### config.mk
export PLATFORM = sky130hd
export DESIGN_NAME = sha1_message_hasher_core
export DESIGN_NICKNAME = d
export VERILOG_FILES = /design/src/rtl/sha1mh_pkg.sv /design/src/rtl/sha1_message_hasher_core.sv /design/src/rtl/sha1mh_sched.sv /design/src/rtl/sha1mh_round.sv
export SDC_FILE = /design/constraint.sdc
export NUM_CORES = 2
export LEC_CHECK = 0
export BUFFER_PORTS_ARGS = -buffer_cell sky130_fd_sc_hd__buf_2
export CAP_MARGIN = 5
export CELL_PAD_IN_SITES_DETAIL_PLACEMENT = 0
export CELL_PAD_IN_SITES_GLOBAL_PLACEMENT = 1
export CORE_MARGIN = 1.5
export CORE_UTILIZATION = 40
export DETAILED_ROUTE_END_ITERATION = 8
export PLACE_DENSITY = 0.69
export SYNTH_ARGS = -nofsm -noshare
export SYNTH_HDL_FRONTEND = slang
export SYNTH_SLANG_ARGS = --single-unit
### constraint.sdc
create_clock -name clk -period 43.8 [get_ports clk]
set_input_delay 10.95 -clock clk [delete_from_list [all_inputs] [get_ports clk]]
set_output_delay 10.95 -clock clk [all_outputs]
set_load 0.01 [all_outputs]
### src/rtl/sha1mh_pkg.sv
// Shared types, constants and helper functions for the SHA-1 message hasher.
// Used by the core, schedule and round modules; depends on nothing.
package sha1mh_pkg;

  typedef logic [4:0][31:0] digest_t;

  typedef struct packed {
    logic       shift_byte;
    logic [7:0] byte_data;
    logic       step;
  } sched_ctrl_t;

  typedef struct packed {
    logic init;
    logic load;
    logic step;
    logic add;
  } round_ctrl_t;

  localparam logic [7:0] PadMarker = 8'h80;
  localparam logic [6:0] LastRound = 7'd79;

  localparam digest_t InitVector = {
    32'hC3D2E1F0, 32'h10325476, 32'h98BADCFE, 32'hEFCDAB89, 32'h67452301
  };

  function automatic logic [31:0] round_k(input logic [6:0] t);
    logic [31:0] k;
    if (t < 7'd20) begin
      k = 32'h5A827999;
    end else if (t < 7'd40) begin
      k = 32'h6ED9EBA1;
    end else if (t < 7'd60) begin
      k = 32'h8F1BBCDC;
    end else begin
      k = 32'hCA62C1D6;
    end
    return k;
  endfunction

endpackage

### src/rtl/sha1_message_hasher_core.sv
// Top level of the SHA-1 message hasher: stream ports, padding sequencer,
// digest output bank. Depends on sha1mh_pkg, sha1mh_sched and sha1mh_round.
//
//   channel   direction  tdata                tuser            tlast
//   s_axis    in         message_byte [7:0]   has_byte [0]     end_of_message
//   m_axis    out        digest_word [31:0]   word_index [2:0] last_word
//
// A byte beat is taken while idle; the beat that fills a block starts the
// rounds on the single round unit. An end beat pads byte by byte (a marker,
// then zeros, with an extra block of rounds if the length does not fit), then
// shifts in the 8 length bytes and runs the final rounds. The five digest
// beats wait in an output bank, so input is taken again while they drain.
// Reset is synchronous and restores the initial vector.
module sha1_message_hasher_core (
  input  logic        clk,
  input  logic        rst,
  input  logic        s_axis_tvalid,
  output logic        s_axis_tready,
  input  logic [7:0]  s_axis_tdata,   // message_byte
  input  logic [0:0]  s_axis_tuser,   // has_byte
  input  logic        s_axis_tlast,
  output logic        m_axis_tvalid,
  input  logic        m_axis_tready,
  output logic [31:0] m_axis_tdata,   // digest_word
  output logic [2:0]  m_axis_tuser,   // word_index
  output logic        m_axis_tlast
);
  import sha1mh_pkg::*;

  localparam logic [2:0] StIdle  = 3'd0;
  localparam logic [2:0] StPad   = 3'd1;
  localparam logic [2:0] StLen   = 3'd2;
  localparam logic [2:0] StRound = 3'd3;
  localparam logic [2:0] StAdd   = 3'd4;
  localparam logic [2:0] StEmit  = 3'd5;

  logic [2:0]  state, state_next;
  logic [5:0]  fill, fill_next;
  logic [63:0] bit_count, bit_count_next;
  logic [6:0]  rnd, rnd_next;
  logic        finishing, finishing_next;
  logic        marked, marked_next;
  logic        len_done, len_done_next;
  logic        out_busy;
  logic [2:0]  out_idx;
  digest_t     bank;
  logic        bank_load;

  sched_ctrl_t sc;
  round_ctrl_t rc;
  logic [31:0] w_cur;
  digest_t     chain;
  logic        in_acc, out_acc;

  assign s_axis_tready = (state == StIdle);
  assign in_acc        = s_axis_tvalid && s_axis_tready;
  assign out_acc       = m_axis_tvalid && m_axis_tready;
  assign m_axis_tvalid = out_busy;
  assign m_axis_tdata  = bank[0];
  assign m_axis_tuser  = out_idx;
  assign m_axis_tlast  = (out_idx == 3'd4);

  sha1mh_sched u_sched (
    .clk   (clk),
    .ctrl  (sc),
    .w_cur (w_cur)
  );

  sha1mh_round u_round (
    .clk   (clk),
    .rst   (rst),
    .ctrl  (rc),
    .rnd   (rnd),
    .w_cur (w_cur),
    .chain (chain)
  );

  always_comb begin
    state_next     = state;
    fill_next      = fill;
    bit_count_next = bit_count;
    rnd_next       = rnd;
    finishing_next = finishing;
    marked_next    = marked;
    len_done_next  = len_done;
    bank_load      = 1'b0;
    sc             = '0;
    rc             = '0;
    unique case (state)
      StIdle: begin
        if (in_acc) begin
          if (s_axis_tuser[0]) begin
            sc.shift_byte  = 1'b1;
            sc.byte_data   = s_axis_tdata;
            fill_next      = fill + 6'd1;
            bit_count_next = bit_count + 64'd8;
          end
          if (s_axis_tuser[0] && fill == 6'd63) begin
            rc.load        = 1'b1;
            rnd_next       = '0;
            finishing_next = s_axis_tlast;
            marked_next    = 1'b0;
            len_done_next  = 1'b0;
            state_next     = StRound;
          end else if (s_axis_tlast) begin
            finishing_next = 1'b1;
            marked_next    = 1'b0;
            len_done_next  = 1'b0;
            state_next     = StPad;
          end
        end
      end
      StPad: begin
        sc.shift_byte = 1'b1;
        sc.byte_data  = marked ? 8'h00 : PadMarker;
        marked_next   = 1'b1;
        fill_next     = fill + 6'd1;
        if (fill == 6'd63) begin
          rc.load    = 1'b1;
          rnd_next   = '0;
          state_next = StRound;
        end else if (fill == 6'd55) begin
          state_next = StLen;
        end
      end
      StLen: begin
        sc.shift_byte  = 1'b1;
        sc.byte_data   = bit_count[63:56];
        bit_count_next = {bit_count[55:0], 8'h00};
        fill_next      = fill + 6'd1;
        if (fill == 6'd63) begin
          rc.load       = 1'b1;
          rnd_next      = '0;
          len_done_next = 1'b1;
          state_next    = StRound;
        end
      end
      StRound: begin
        rc.step  = 1'b1;
        sc.step  = 1'b1;
        rnd_next = rnd + 7'd1;
        if (rnd == LastRound) begin
          state_next = StAdd;
        end
      end
      StAdd: begin
        rc.add = 1'b1;
        priority if (finishing && len_done) begin
          state_next = StEmit;
        end else if (finishing) begin
          state_next = StPad;
        end else begin
          state_next = StIdle;
        end
      end
      StEmit: begin
        if (!out_busy) begin
          bank_load      = 1'b1;
          rc.init        = 1'b1;
          bit_count_next = '0;
          finishing_next = 1'b0;
          marked_next    = 1'b0;
          len_done_next  = 1'b0;
          state_next     = StIdle;
        end
      end
      default: begin
        state_next = StIdle;
      end
    endcase
  end

  always_ff @(posedge clk) begin
    if (rst) begin
      state     <= StIdle;
      fill      <= '0;
      bit_count <= '0;
      rnd       <= '0;
      finishing <= 1'b0;
      marked    <= 1'b0;
      len_done  <= 1'b0;
    end else begin
      state     <= state_next;
      fill      <= fill_next;
      bit_count <= bit_count_next;
      rnd       <= rnd_next;
      finishing <= finishing_next;
      marked    <= marked_next;
      len_done  <= len_done_next;
    end
  end

  always_ff @(posedge clk) begin
    if (rst) begin
      out_busy <= 1'b0;
      out_idx  <= '0;
    end else if (bank_load) begin
      out_busy <= 1'b1;
      out_idx  <= '0;
    end else if (out_acc) begin
      out_idx <= out_idx + 3'd1;
      if (out_idx == 3'd4) begin
        out_busy <= 1'b0;
      end
    end
  end

  always_ff @(posedge clk) begin
    if (bank_load) begin
      bank <= chain;
    end else if (out_acc) begin
      bank <= {32'h0, bank[4:1]};
    end
  end

endmodule

### src/rtl/sha1mh_sched.sv
// Block buffer and message schedule: gathers bytes into a 512-bit window and
// then slides it one word per round. Depends on sha1mh_pkg.
module sha1mh_sched (
  input  logic                    clk,
  input  sha1mh_pkg::sched_ctrl_t ctrl,
  output logic [31:0]             w_cur
);
  import sha1mh_pkg::*;

  logic [511:0] win;
  logic [31:0]  w_new;
  logic [31:0]  w_mix;

  assign w_cur = win[511:480];
  assign w_mix = win[511:480] ^ win[447:416] ^ win[255:224] ^ win[95:64];
  assign w_new = {w_mix[30:0], w_mix[31]};

  always_ff @(posedge clk) begin
    if (ctrl.shift_byte) begin
      win <= {win[503:0], ctrl.byte_data};
    end else if (ctrl.step) begin
      win <= {win[479:0], w_new};
    end
  end

endmodule

### src/rtl/sha1mh_round.sv
// Shared SHA-1 round unit with its working variables and the chain value.
// Depends on sha1mh_pkg.
module sha1mh_round (
  input  logic                    clk,
  input  logic                    rst,
  input  sha1mh_pkg::round_ctrl_t ctrl,
  input  logic [6:0]              rnd,
  input  logic [31:0]             w_cur,
  output sha1mh_pkg::digest_t     chain
);
  import sha1mh_pkg::*;

  logic [31:0] a, b, c, d, e;
  logic [31:0] f;
  logic [31:0] a_next;

  always_comb begin
    if (rnd < 7'd20) begin
      f = (b & c) | (~b & d);
    end else if (rnd < 7'd40) begin
      f = b ^ c ^ d;
    end else if (rnd < 7'd60) begin
      f = (b & c) | (b & d) | (c & d);
    end else begin
      f = b ^ c ^ d;
    end
    a_next = {a[26:0], a[31:27]} + f + e + round_k(rnd) + w_cur;
  end

  always_ff @(posedge clk) begin
    if (ctrl.load) begin
      a <= chain[0];
      b <= chain[1];
      c <= chain[2];
      d <= chain[3];
      e <= chain[4];
    end else if (ctrl.step) begin
      a <= a_next;
      b <= a;
      c <= {b[1:0], b[31:2]};
      d <= c;
      e <= d;
    end
  end

  always_ff @(posedge clk) begin
    if (rst || ctrl.init) begin
      chain <= InitVector;
    end else if (ctrl.add) begin
      chain[0] <= chain[0] + a;
      chain[1] <= chain[1] + b;
      chain[2] <= chain[2] + c;
      chain[3] <= chain[3] + d;
      chain[4] <= chain[4] + e;
    end
  end

endmodule

Yosys cells after proc, flatten, opt, wreduce, memory -nomap -nowiden
Index checks and enable logic that the tools add are counted.
Word-level totals
  register bits after elaboration: 1079
  latch bits: 0
  RAM bits: 0
  bits in read-only memories: 0
  output and inout port bits: 38
  word-level logic and storage cells: 165
  memories kept: 0
Operators by class
  add/sub/neg operators: 13
  $mul: 0
  divide/modulo/power cells: 0
  $lt $le $gt $ge: 3
  equality and inequality tests: 18
  shift-type cells: 0
  mux-type cells: 68
  bitwise logic cells: 13
  reductions and logical operators: 25
Operators by type and width (count)
  $mux W512: 2
  $mux W32: 15
  $mux W160: 2
  $add A32 B32 Y32: 9
  $mux W64: 3
  $pmux W64 S3: 1
  $xor A32 B32 Y32: 5
  $and A32 B32 Y32: 4
  $or A32 B32 Y32: 3
  $add A64 B4 Y64 const B: 1
  $not A32 Y32: 1
  $mux W31: 1
  $mux W3: 9
  $pmux W9 S3: 1
  $mux W7: 3
  $pmux W7 S3: 1
  $mux W1: 19
  $mux W9: 2
  $pmux W3 S6: 1
  $reduce_and A4 Y1: 4
  $lt A7 B6 Y1 const B: 2
  $eq A6 B6 Y1 const B: 2
  $mux W6: 2
  $pmux W6 S2: 1
  other kinds (25): 46

Depth between registers and ports, before layout
  word-level depth: 12
  mapped depth: 26
  mapped depth without buffers: 24

Hierarchy
Synthesis repeated with hierarchy kept, for this count alone.
Unflattened totals
  cell total of the unflattened synthesis: 5238
  area total of the unflattened synthesis: 60423.0 µm²
Modules (own cells, without submodules)
  sha1mh_round: instances 1, cells each 2648, area each 25105.3 µm²
  sha1mh_sched: instances 1, cells each 1246, area each 23251.0 µm²
  sha1_message_hasher_core: instances 1, cells each 1344, area each 12066.6 µm²

Worst setup path after synthesis
No wires, ideal clock.
  path kind: input -> register
  start point: input port s_axis_tvalid
  end point: register u_sched.win[0], enable pin
  arrival time: 35.592 ns
  data required time: 42.241 ns
  setup slack: 6.649 ns
  cell stages on the path: 2
  cell sequence: nand2_1 -> a21oi_1
On the way
  cells in the longest elaborated chain, start to end: 4
Ends and longest elaborated chain
  from (decl): line sha1_message_hasher_core.sv:17  | input logic s_axis_tvalid,
  $logic_and A1 B1 Y1: line sha1_message_hasher_core.sv:56  | assign in_acc = s_axis_tvalid && s_axis_tready;
  $mux W9: line sha1_message_hasher_core.sv:91  | if (in_acc) begin
  $pmux W9 S3: line sha1_message_hasher_core.sv:89  | unique case (state)
  $reduce_bool A2 Y1 (no line)
  to (signal assigned): line sha1mh_sched.sv:20  | win <= {win[503:0], ctrl.byte_data};
  to (signal assigned): line sha1mh_sched.sv:22  | win <= {win[479:0], w_new};
  to (decl): line sha1mh_sched.sv:10  | logic [511:0] win;
Every way passes these cells.
A chain may end at the register's enable or synchronous reset.

Worst setup path in the final report
  start point: input port s_axis_tvalid
  end point: register u_round.b[8], enable pin
On the way
  cells in the longest elaborated chain, start to end: 4
Ends and longest elaborated chain
  $logic_and A1 B1 Y1: line sha1_message_hasher_core.sv:56
  $mux W1: line sha1_message_hasher_core.sv:91
  $pmux W1 S2: line sha1_message_hasher_core.sv:89
  $reduce_bool A2 Y1 (no line)
  to (signal assigned): line sha1mh_round.sv:33  | b <= chain[1];
  to (decl): line sha1mh_round.sv:13  | logic [31:0] a, b, c, d, e;
Every way passes these cells.

==> impl_metrics.csv <==
group,metric,value,unit
placement,placed_standard_cell_area,60320,sq um
clock_network,cts_hold_buffers,0,
placement,post-place-ws,28.14,ns
placement,dpl.hpwl,103400,microns
setup_path,crit_top_cell,"sky130_fd_sc_hd__buf_4",
drt,wl_per_instance,18.87,microns
synthesis,synth_compound_area_share,10.24,%
synthesis,synth_simple_gate_area_share,21.59,%
cells_and_area,design.final.nets,6586,
pwr,netsw,0.001729,W
synthesis,synth-seq-area-share,51.04,%
setup_path,cp_peak_stage_delay,0.88,ns
timing,portion_of_the_clock_cycle_consumed_by_the_worst_path_in_the_final_layout,33.65,%
synthesis,synth.yosys.warnings,0,
grt,global_route.overflow_total,0,
pwr,power.share.clock,23.4,%
synthesis,async_reset_ff_share,0,%
clock_network,post_cts_repair_setup_buffers,0,
setup_path,critical_path_class,"in -> reg",
hold_path,min_delay_worst_endpoint,"marked",
setup_path,worst_r2r_endpoint,"u_round.a[31]",
synthesis,synth.ff_latch_count,1076,
drt,number_of_iterations_in_the_first_detailed_routing_pass,5,
cells_and_area,final_util,44.41,%
clock_network,max-clock-path-buffers,3,
pwr,gate_power_share,36.6,%
setup_path,cp-end-kind,"flip-flop",
cells_and_area,antenna_cells,0,
cells_and_area,finalInstanceArea,64570,sq um
synthesis,synthXorXnorAreaFrac,4.161,%
setup_path,path_cells,"buf_2 > nand2_1 > a21oi_4 > buf_4 > nand2b_4 > nand2_4 > buf_4 > buf_4",
setup_path,reg2reg_path_depth,24,
synthesis,post_synth_fa_ha_maj_area_fraction,8.454,%
cells_and_area,post_route_cells_drive_above_1_share,5.431,%
synthesis,top_count_cell_post_synth,"sky130_fd_sc_hd__nand2_1",
drt,vias,43050,
timing,setup-violations-final,0,
timing,fmaxAchievable,67.85,MHz
timing,finalHoldViolCount,0,
pwr,seq_power_share,40.0,%
clock_network,cts_resized,0,
clock_network,clk_root_buffer_cell,"sky130_fd_sc_hd__clkbuf_16",
pwr,intPower,0.002879,W
synthesis,cell_area_after_technology_mapping,58520,sq um
grt,track_usage,20.85,%
grt,antenna_violations_before_repair,0,
floorplan,core.rowCount,140,
placement,place_inst,8033,
clock_network,numCtsBuffers,130,
flow_run,max_cap_viol_count,0,
grt,grt_start_max_net_pins,206,
grt,wire_length_of_the_first_global_routing_pass,241800,microns
hold_path,holdCritStartpoint,"marked",
clock_network,clock_latency,0.78,ns
cells_and_area,final.fill_count,14090,
setup_path,critical_path.slowest_cell,"sky130_fd_sc_hd__nand2_4",
setup_path,crit_required,44.20,ns
synthesis,ys.flop_type,"sky130_fd_sc_hd__edfxtp_1",
floorplan,num_io_pins,52,
floorplan,dieArea,148600,sq um
setup_path,startpoint_type,"input pin",
synthesis,synthDominantCellAreaShare,42.69,%
clock_network,clock_transition_at_the_registers_of_the_reported_paths,0.06,ns
timing,timing_worst_slew_pin_value,1.234,ns
floorplan,initial_utilization,40.25,%
synthesis,synthesized_nets,6681,
setup_path,setup.reg_to_reg.worst_slack,36.48,ns
timing,setup_repair_after_global_routing_missed_its_margin,"no",
pwr,vdd.ir_drop.worst,0.00005277,V
synthesis,netlist.top_cell.by_area,"sky130_fd_sc_hd__edfxtp_1",
synthesis,ys_types,90,
floorplan,die_x,385.5,microns
drt,vias_per_cell,5.206,
pwr,netSwitchingFraction,37.53,%
pwr,pwr_density_cell,71.37,nW/um^2
clock_network,numClockSinks,1076,
placement,io_buffer_count,51,
timing,maximum_clock_skew_at_final_layout,0.03753,ns
setup_path,crit_arrival,15.13,ns
drt,drcViolationCount,0,
drt,wl_final,156100,microns
timing,total_negative_slack,0,ns
clock_network,cts_htree_levels,4,
floorplan,height_of_the_die,385.5,microns
cells_and_area,syn2layout_area_growth,10.33,%
drt,initialDrtViolationCount,3777,
timing,fin_ws,29.06,ns
setup_path,critical_path.reg2reg.startpoint,"rnd[4]",
synthesis,syn_area_per_cell,9.226,sq um
hold_path,timing.hold.worst_path_depth,2,
placement,gpl.final_weighted_congestion,0.8905,
grt,number_of_global_route_vias_before_repair,40940,
timing,slew_viol_final,0,
setup_path,timing.critical_path.fanout_max,68,
run_status,status,"finished, final reports clean",
pwr,power.leakage,26.95,nW
drt,detail-route-antenna-nets,0,
synthesis,synth_cells,6343,
synthesis,yosys-mux-area-fraction,0.7013,%
synthesis,synth-edff-count,832,
timing,final_period_minus_worst_setup_slack,14.74,ns
synthesis,synth_top_family_by_area,"simple AND/OR/NAND/NOR gates",
floorplan,fp.coreArea,145400,sq um
timing,timing.max_slew.rel_slack,17.76,%
cells_and_area,finish.cell_count_without_fillers,8269,
clock_network,tritoncts,"yes",
hold_path,min-delay-path-class,"reg -> reg",
synthesis,synth.area.top_cells,"sky130_fd_sc_hd__edfxtp_1 (43%), sky130_fd_sc_hd__nand2_1 (16%), sky130_fd_sc_hd__dfxtp_1 (8.3%)",
synthesis,netlist_top_cells_count,"sky130_fd_sc_hd__nand2_1 (2491), sky130_fd_sc_hd__edfxtp_1 (832), sky130_fd_sc_hd__a21oi_1 (312)",
-- how the worst max path moves through the flow --
stage	start	end	slack, ns	cells past startpoint
final	s_axis_tvalid	u_round.b[8]	29.06	8
after global routing	s_axis_tvalid	u_round.c[26]	28.73	8
after CTS	s_axis_tvalid	u_round.b[8]	28.95	8
after detailed placement	s_axis_tvalid	u_round.c[25]	28.14	8
after global placement	s_axis_tvalid	u_round.c[26]	28.16	8
after floorplan	s_axis_tvalid	u_sched.win[0]	6.65	2
-- flip-flops by register name, summed over array words and instances (netlist names), 6 cells and up --
signal / cells
u_sched.win: 512
u_round.d: 32
bank: 128
u_round.chain: 160
bit_count: 61
u_round.b: 32
u_round.e: 32
u_round.a: 32
fill: 6
rnd: 7
u_round.c: 32
m_axis_tdata: 32
-- power groups by stage --
stage,sequential [W],combinational [W],clock [W]
finish,0.00184,0.00169,0.00108
global route,0.00188,0.00193,0.00114
CTS,0.00184,0.00171,0.00110
detailed placement,0.00186,0.00170,0
global placement,0.00186,0.00167,0
floorplan,0.00198,0.00129,0
-- cell families after synthesis --
family | after synthesis
AOI/OAI and AO/OA | 974
xor gates and xnor gates | 278
adders and majority gates | 324
and+or+nand+nor | 3097
muxes | 41
buffers and inverters | 553
DFF | 1076
-- through the flow --
step                      power [W]  hold slack, ns
after floorplan            0.003279          0.4440
after global placement     0.003535          0.4577
after detailed placement   0.003559          0.4636
after CTS                  0.004657          0.4747
after global routing       0.004953          0.5078
final                      0.004608          0.4742
-- cell type report --
class                   count  area, sq um  area share [%]
well taps                1917         2399           3.715
clock buffers             181         3734           5.783
inverters                 229        859.6           1.331
flip-flops and latches   1076        29870           46.26
clock inverters            55        508.0          0.7868
repair buffers             97        663.1           1.027
multi-input cells        4714        26530           41.10
-- critical path: cells and delay by family --
family	cells	cell delay, ns
compound gates	1	0.20
buf+inv	4	2.15
simple gates	3	1.69
-- metal layers --
layer | global-route usage, % | part of all wire (%) | vias to the layer above
met3 | 2.580 | 4.4 | 168
li1 | - | - | 21300
met4 | 5.635 | 2.2 | 0
met5 | 0 | 0 | -
met2 | 32.38 | 45 | 914
met1 | 30.58 | 49 | 20670
-- placed cells by master, fill, tap and decap left out, drive strengths merged, types with 8 or more instances in the layout --
cell,count
nand4,29
a221oi,24
nor3,67
a31oi,24
mux2i,41
a21o,91
dfxtp,244
o211ai,55
a211oi,32
nand3,81
or3,18
xor2,80
o21a,19
o21bai,14
and4,12
nand2,2492
clkbuf,181
xnor2,198
a221o,12
nand2b,41
a41oi,10
nor2b,22
clkinv,47
edfxtp,832
inv,231
a22oi,21
nor2,211
a21oi,313
o21ai,276
fa,119
ha,205
buf,97
nor4,14
o31ai,17
or2,8
and3,27
and2,49
(Power assumes the default switching activity.)
